===== src/gtg_pkg.sv =====
// Shared constants, command and status types, and the CORDIC arctangent table.
package gtg_pkg;

  localparam int          CORDIC_STEPS_DEF = 16;
  localparam int          ATAN_DEPTH       = 24;
  localparam int          CFG_INDEX_W      = 3;
  localparam logic [2:0]  REG_GOAL_X       = 3'd0;
  localparam logic [2:0]  REG_GOAL_Y       = 3'd1;
  localparam logic [2:0]  REG_SPEED_LIMIT  = 3'd2;
  localparam logic [2:0]  REG_STOP_RADIUS  = 3'd3;
  localparam logic        ACT_ODOM         = 1'b0;
  localparam logic        ACT_TICK         = 1'b1;
  localparam logic signed [34:0] PI_Q30    = 35'sd3373259426;
  localparam logic signed [15:0] PI_Q12    = 16'sd12868;
  localparam logic [29:0] INV_GAIN_Q30     = 30'd652032874;
  localparam int          NORM_BIT         = 56;

  typedef struct packed {
    logic load;
    logic prod;
    logic sums;
    logic norm_step;
    logic init;
    logic iter;
    logic mult;
    logic fin;
  } gtg_cmd_t;

  typedef struct packed {
    logic special;
    logic norm_done;
    logic iter_last;
    logic out_busy;
  } gtg_status_t;

  function automatic logic signed [34:0] atan_q30(input logic [4:0] i);
    case (i)
      5'd0:    atan_q30 = 35'sd843314857;
      5'd1:    atan_q30 = 35'sd497837829;
      5'd2:    atan_q30 = 35'sd263043837;
      5'd3:    atan_q30 = 35'sd133525159;
      5'd4:    atan_q30 = 35'sd67021687;
      5'd5:    atan_q30 = 35'sd33543516;
      5'd6:    atan_q30 = 35'sd16775851;
      5'd7:    atan_q30 = 35'sd8388437;
      5'd8:    atan_q30 = 35'sd4194283;
      5'd9:    atan_q30 = 35'sd2097149;
      5'd10:   atan_q30 = 35'sd1048576;
      5'd11:   atan_q30 = 35'sd524288;
      5'd12:   atan_q30 = 35'sd262144;
      5'd13:   atan_q30 = 35'sd131072;
      5'd14:   atan_q30 = 35'sd65536;
      5'd15:   atan_q30 = 35'sd32768;
      5'd16:   atan_q30 = 35'sd16384;
      5'd17:   atan_q30 = 35'sd8192;
      5'd18:   atan_q30 = 35'sd4096;
      5'd19:   atan_q30 = 35'sd2048;
      5'd20:   atan_q30 = 35'sd1024;
      5'd21:   atan_q30 = 35'sd512;
      5'd22:   atan_q30 = 35'sd256;
      5'd23:   atan_q30 = 35'sd128;
      default: atan_q30 = 35'sd0;
    endcase
  endfunction

endpackage


===== src/gtg_ctrl.sv =====
// Controller state machine that sequences one transaction through the datapath.
module gtg_ctrl (
  input  logic                clk,
  input  logic                rst,
  input  logic                in_valid,
  output logic                in_ready,
  input  gtg_pkg::gtg_status_t status,
  output gtg_pkg::gtg_cmd_t    cmd
);
  import gtg_pkg::*;

  typedef enum logic [2:0] {
    S_IDLE, S_PROD, S_SUMS, S_NORM, S_INIT, S_ITER, S_MULT, S_FIN
  } state_t;

  state_t state;

  assign in_ready = (state == S_IDLE) && !status.out_busy;

  always_comb begin
    cmd           = '0;
    cmd.load      = in_ready && in_valid;
    cmd.prod      = (state == S_PROD);
    cmd.sums      = (state == S_SUMS);
    cmd.norm_step = (state == S_NORM) && !status.special && !status.norm_done;
    cmd.init      = (state == S_INIT);
    cmd.iter      = (state == S_ITER);
    cmd.mult      = (state == S_MULT);
    cmd.fin       = (state == S_FIN);
  end

  always_ff @(posedge clk) begin
    if (rst) begin
      state <= S_IDLE;
    end else begin
      case (state)
        S_IDLE: if (in_ready && in_valid) state <= S_PROD;
        S_PROD: state <= S_SUMS;
        S_SUMS: state <= S_NORM;
        S_NORM: begin
          if (status.special) state <= S_FIN;
          else if (status.norm_done) state <= S_INIT;
        end
        S_INIT: state <= S_ITER;
        S_ITER: if (status.iter_last) state <= S_MULT;
        S_MULT: state <= S_FIN;
        S_FIN:  state <= S_IDLE;
        default: state <= S_IDLE;
      endcase
    end
  end
endmodule


===== config.mk =====
export PLATFORM = sky130hd
export DESIGN_NAME = gtg_ctrl
export DESIGN_NICKNAME = d
export VERILOG_FILES = /design/src/gtg_pkg.sv /design/src/gtg_ctrl.sv
export SDC_FILE = /design/constraint.sdc
export NUM_CORES = 1
export LEC_CHECK = 0
export ABC_AREA = 0
export BUFFER_PORTS_ARGS = -buffer_cell sky130_fd_sc_hd__buf_2
export CAP_MARGIN = 20
export CORE_AREA = 2 2 39 41
export CTS_CLUSTER_DIAMETER = 40
export DETAILED_ROUTE_END_ITERATION = 6
export DIE_AREA = 0 0 41 43
export GPL_TIMING_DRIVEN = 0
export SLEW_MARGIN = 25
export SYNTH_ARGS = -nofsm -noshare
export SYNTH_HDL_FRONTEND = slang
export SYNTH_SLANG_ARGS = --single-unit

===== constraint.sdc =====
create_clock -name clk -period 1.5 [get_ports clk]
set_input_delay 0 -clock clk [delete_from_list [all_inputs] [get_ports clk]]
set_output_delay 0 -clock clk [all_outputs]
set_load 0.05 [all_outputs]

## Word level (Yosys, flattened, before mapping)

Index checks and enable logic that the tools add are counted.

| storage, ports and cells | value |
|---|---|
| bits in registers | 3 |
| word-level logic and storage cells | 25 |
| input port bits | 7 |

| cells by class | value |
|---|---|
| equal/unequal tests | 10 |
| multiplexer cells | 5 |
| reduce and logical (&&, ||, !) cells | 9 |

Operator list:

| kind | number |
|---|---|
| $pmux W3 S8 | 1 |
| $eq A3 B3 Y1 const B | 4 |
| $mux W3 | 4 |
| $eq A3 B2 Y1 const B | 2 |
| $logic_and A1 B1 Y1 | 4 |
| $ne A2 B2 Y1 const B | 2 |
| $eq A3 B1 Y1 const B | 1 |
| $logic_not A1 Y1 | 3 |
| $logic_not A3 Y1 | 1 |
| $ne A3 B3 Y1 const B | 1 |
| $reduce_and A3 Y1 | 1 |

## Longest topological paths before layout

| depth | value |
|---|---|
| depth in word-level cells | 5 |
| gate-level depth with buffers | 4 |
| depth with buffers taken out | 3 |

## Worst setup path after synthesis

No wires, ideal clock.

| timing | value |
|---|---|
| path type | register to output |
| start point | register state[1] |
| end point | output cmd[4] (netlist bit) |
| cell stages (with the launch flop) | 4 |
| required time | 1.500 ns |
| data arrival time | 2.033 ns |
| slack | -0.533 ns |
| cell sequence | dfxtp_1 -> buf_2 -> nand2_1 -> nor4_1 |

RTL lines:

| element | line | text |
|---|---|---|
| from (decl) | gtg_ctrl.sv:16 | `state_t state;` |
| from (signal assigned) | gtg_ctrl.sv:34 | `state <= S_IDLE;` |
| from (signal assigned) | gtg_ctrl.sv:37 | `S_IDLE: if (in_ready && in_valid) state <= S_PROD;` |
| from (signal assigned) | gtg_ctrl.sv:38 | `S_PROD: state <= S_SUMS;` |
| to (decl) | gtg_ctrl.sv:8 | `output gtg_pkg::gtg_cmd_t cmd` |

==> results.md <==
- Outcome: complete, no violations
- RSZ-0062 raised after global routing: false
- Area leader, netlist: dfxtp_1
- Placer congestion estimate: 0.719
- Slew margin rel.: 0.834
- Ys Warns: 0
- FF+latch count, synth: 3
- Fin. Hold Viols: 0
- HPWL after detailed placement: 473 um
- Crit path arrival time: 1.41 ns
- Grt total ovfl: 0
- Power per Cell Area: 1150 nW/um2
- H-tree levels: 1
- Setup Fix Bufs, Post-CTS: 0
- Die H: 43 um
- Commonest non-fill, non-tap cell in the layout: buf_2
- Mapped Cells: 30
- Slowest stage delay, CP: 0.41 ns
- Setup_tns: 0 ns
- Tightest Pin Transition: 0.251 ns
- Slowest CP cell: or3_4
- Syn Std Cell Area: 215 um2
- Utilization after layout: 0.257
- WL per Instance: 9.11 um
- Largest net degree at the start of global routing: 11
- Multiplexer share of the synthesized area: 0
- Synth area leaders: dfxtp_1 28%, nor3_1 12%, a21oi_1 7.0%
- Setup CP Type: register to output pin
- Critical Path Start Type: register
- Largest regs: state x3
- Yosys cell types: 15
- Area grow syn2layout: 65.1%
- Tmin final: 1.41 ns
- Hold Slack: 0.0847 ns
- Drt first pass iters: 4
- Reg with most FFs: state
- Pleak: 0.169 nW
- Synth Area per Inst: 7.17 um2
- FMAX: 0.708 GHz
- Clk sink count: 3
- # rows: 14
- Die Wd: 41 um
- Worst-skew pair later-pin latency: 0.23 ns
- Routed Wire Length: 601 um
- Boundary pin count: 16
- Max reg flops: 3
- First-pass GRT wire length: 855 um
- Nets: 58
- PortBufs: 15
- Max-Cap Viols: 0
- Worst min-delay path class: input port to register
- DRT antenna net count: 0
- Vias per inst: 4.36
- DIE AREA: 1760 um2
- N_diodes: 0
- Clk pin slew, worst setup/hold paths: 0.04 ns
- Largest family of logic cells by synthesized area: simple AND/OR/NAND/NOR gates
- Most frequent cells in the layout: 15 x buf_2, 5 x nor3_1, 4 x clkbuf_4
- Share of the synthesized area in the top cell type: 0.279
- Post-synthesis simple-gate area fraction: 0.494
- Worst Path Max Fanout: 6
- Starting Density: 0.156
- Sequential share of the synthesized area: 0.279
- WP data required: 1.50 ns
- Placed insts: 61
- Syn Nets: 37
- DR DRC count: 0
- Root Buffer: clkbuf_4
- Worst setup EP type: output pin
- Initial drt markers: 6
- Synth Area in Adders: 0
- Maximum vdd drop: 0.399 mV
- Layout cells sized above 1: 0.440
- Inserted Clock Buffers: 3
- CTS tree: done
- Compound-Gate Fraction of Synth Area: 0.151
- Total chip power: 0.409 mW
- Core area: 1380 um2
- GRT Total Usage: 0.0762
- Slew Viols, Final: 0
- Vias in the first global route: 210
- Cell Chain, Critical Path: or3_4, nor3b_2, clkbuf_4
- Final setup fails: 0
- Clk buf depth: 2
- Non-Filler Instances: 66
- Fin crit share: 0.941
- Area share of xor/xnor cells in the synthesized design: 0
- Initial antenna violation count: 0
- Vias after detailed routing: 288
- Skew final: 0.000712 ns
[power by group]
part	switching (mW)	internal [mW]
Clock	0.0431	0.0998
Combinational	0.113	0.0517
Sequential	0.0109	0.0901
[cell usage after synthesis (all sizes together)]
master / count
a21oi: 3
a311oi: 1
and3: 2
buf: 1
dfxtp: 3
inv: 3
nand2: 2
nand2b: 1
nor2: 3
nor3: 5
nor3b: 2
nor4: 2
o2111ai: 1
or3: 1
[worst max-delay path: cells and delay by family (launching register included)]
kind,cells,cell delay [ns]
buffers and inverters,1,0.24
flip-flops,1,0.35
AND/OR/NAND/NOR,2,0.58
[final timing paths]
kind / cells past startpoint / start / end / slack (ns)
worst max-delay path: 3 / state[0] / cmd[7] / 0.09
worst min-delay path: 3 / in_valid / state[0] / 0.08
worst max register to register: 3 / state[2] / state[0] / 0.39
worst min register to register: 2 / state[2] / state[2] / 0.55
[area by class of cell]
cell class | count | area [um2]
Fill cell | 161 | 1030
Multi-Input combinational cell | 23 | 145
Timing Repair Buffer | 16 | 87.6
Sequential cell | 3 | 60.1
Clock buffer | 4 | 26.3
Tap cell | 16 | 20.0
Inverter | 3 | 11.3
Buffer | 1 | 5.00
[timing repair]
item | CTS | global route
hold buffers | 1 | 0
resized for setup | 0 | 1
endpoints found under the setup margin | 0 | 1
endpoints found under the hold margin | 3 | 0
[stage by stage]
step           worst slack [ns]  area, um2
2_1_floorplan           -0.0835        221
3_3_place_gp              0.316        317
3_5_place_dp              0.304        317
4_1_cts                  0.0487        353
5_1_grt                  0.0199        355
6_report                 0.0881        355
[kinds of logic (layout without fill, tap and decap cells)]
logic type | Yosys count | in the layout
AOI/OAI and AO/OA | 5 | 5
buffers and inverters | 4 | 24
DFF | 3 | 3
and+or+nand+nor | 18 | 18
[per-layer routing]
metal  vias to the layer above  routed length (um)  track usage
li1                        152                   -            -
met1                       116                 309        0.109
met2                        20                 216       0.0750
met3                         0                  76       0.0628
met4                         0                   0       0.0400
met5                         -                   0            0
No activity file was read; power rests on OpenSTA's default activity.
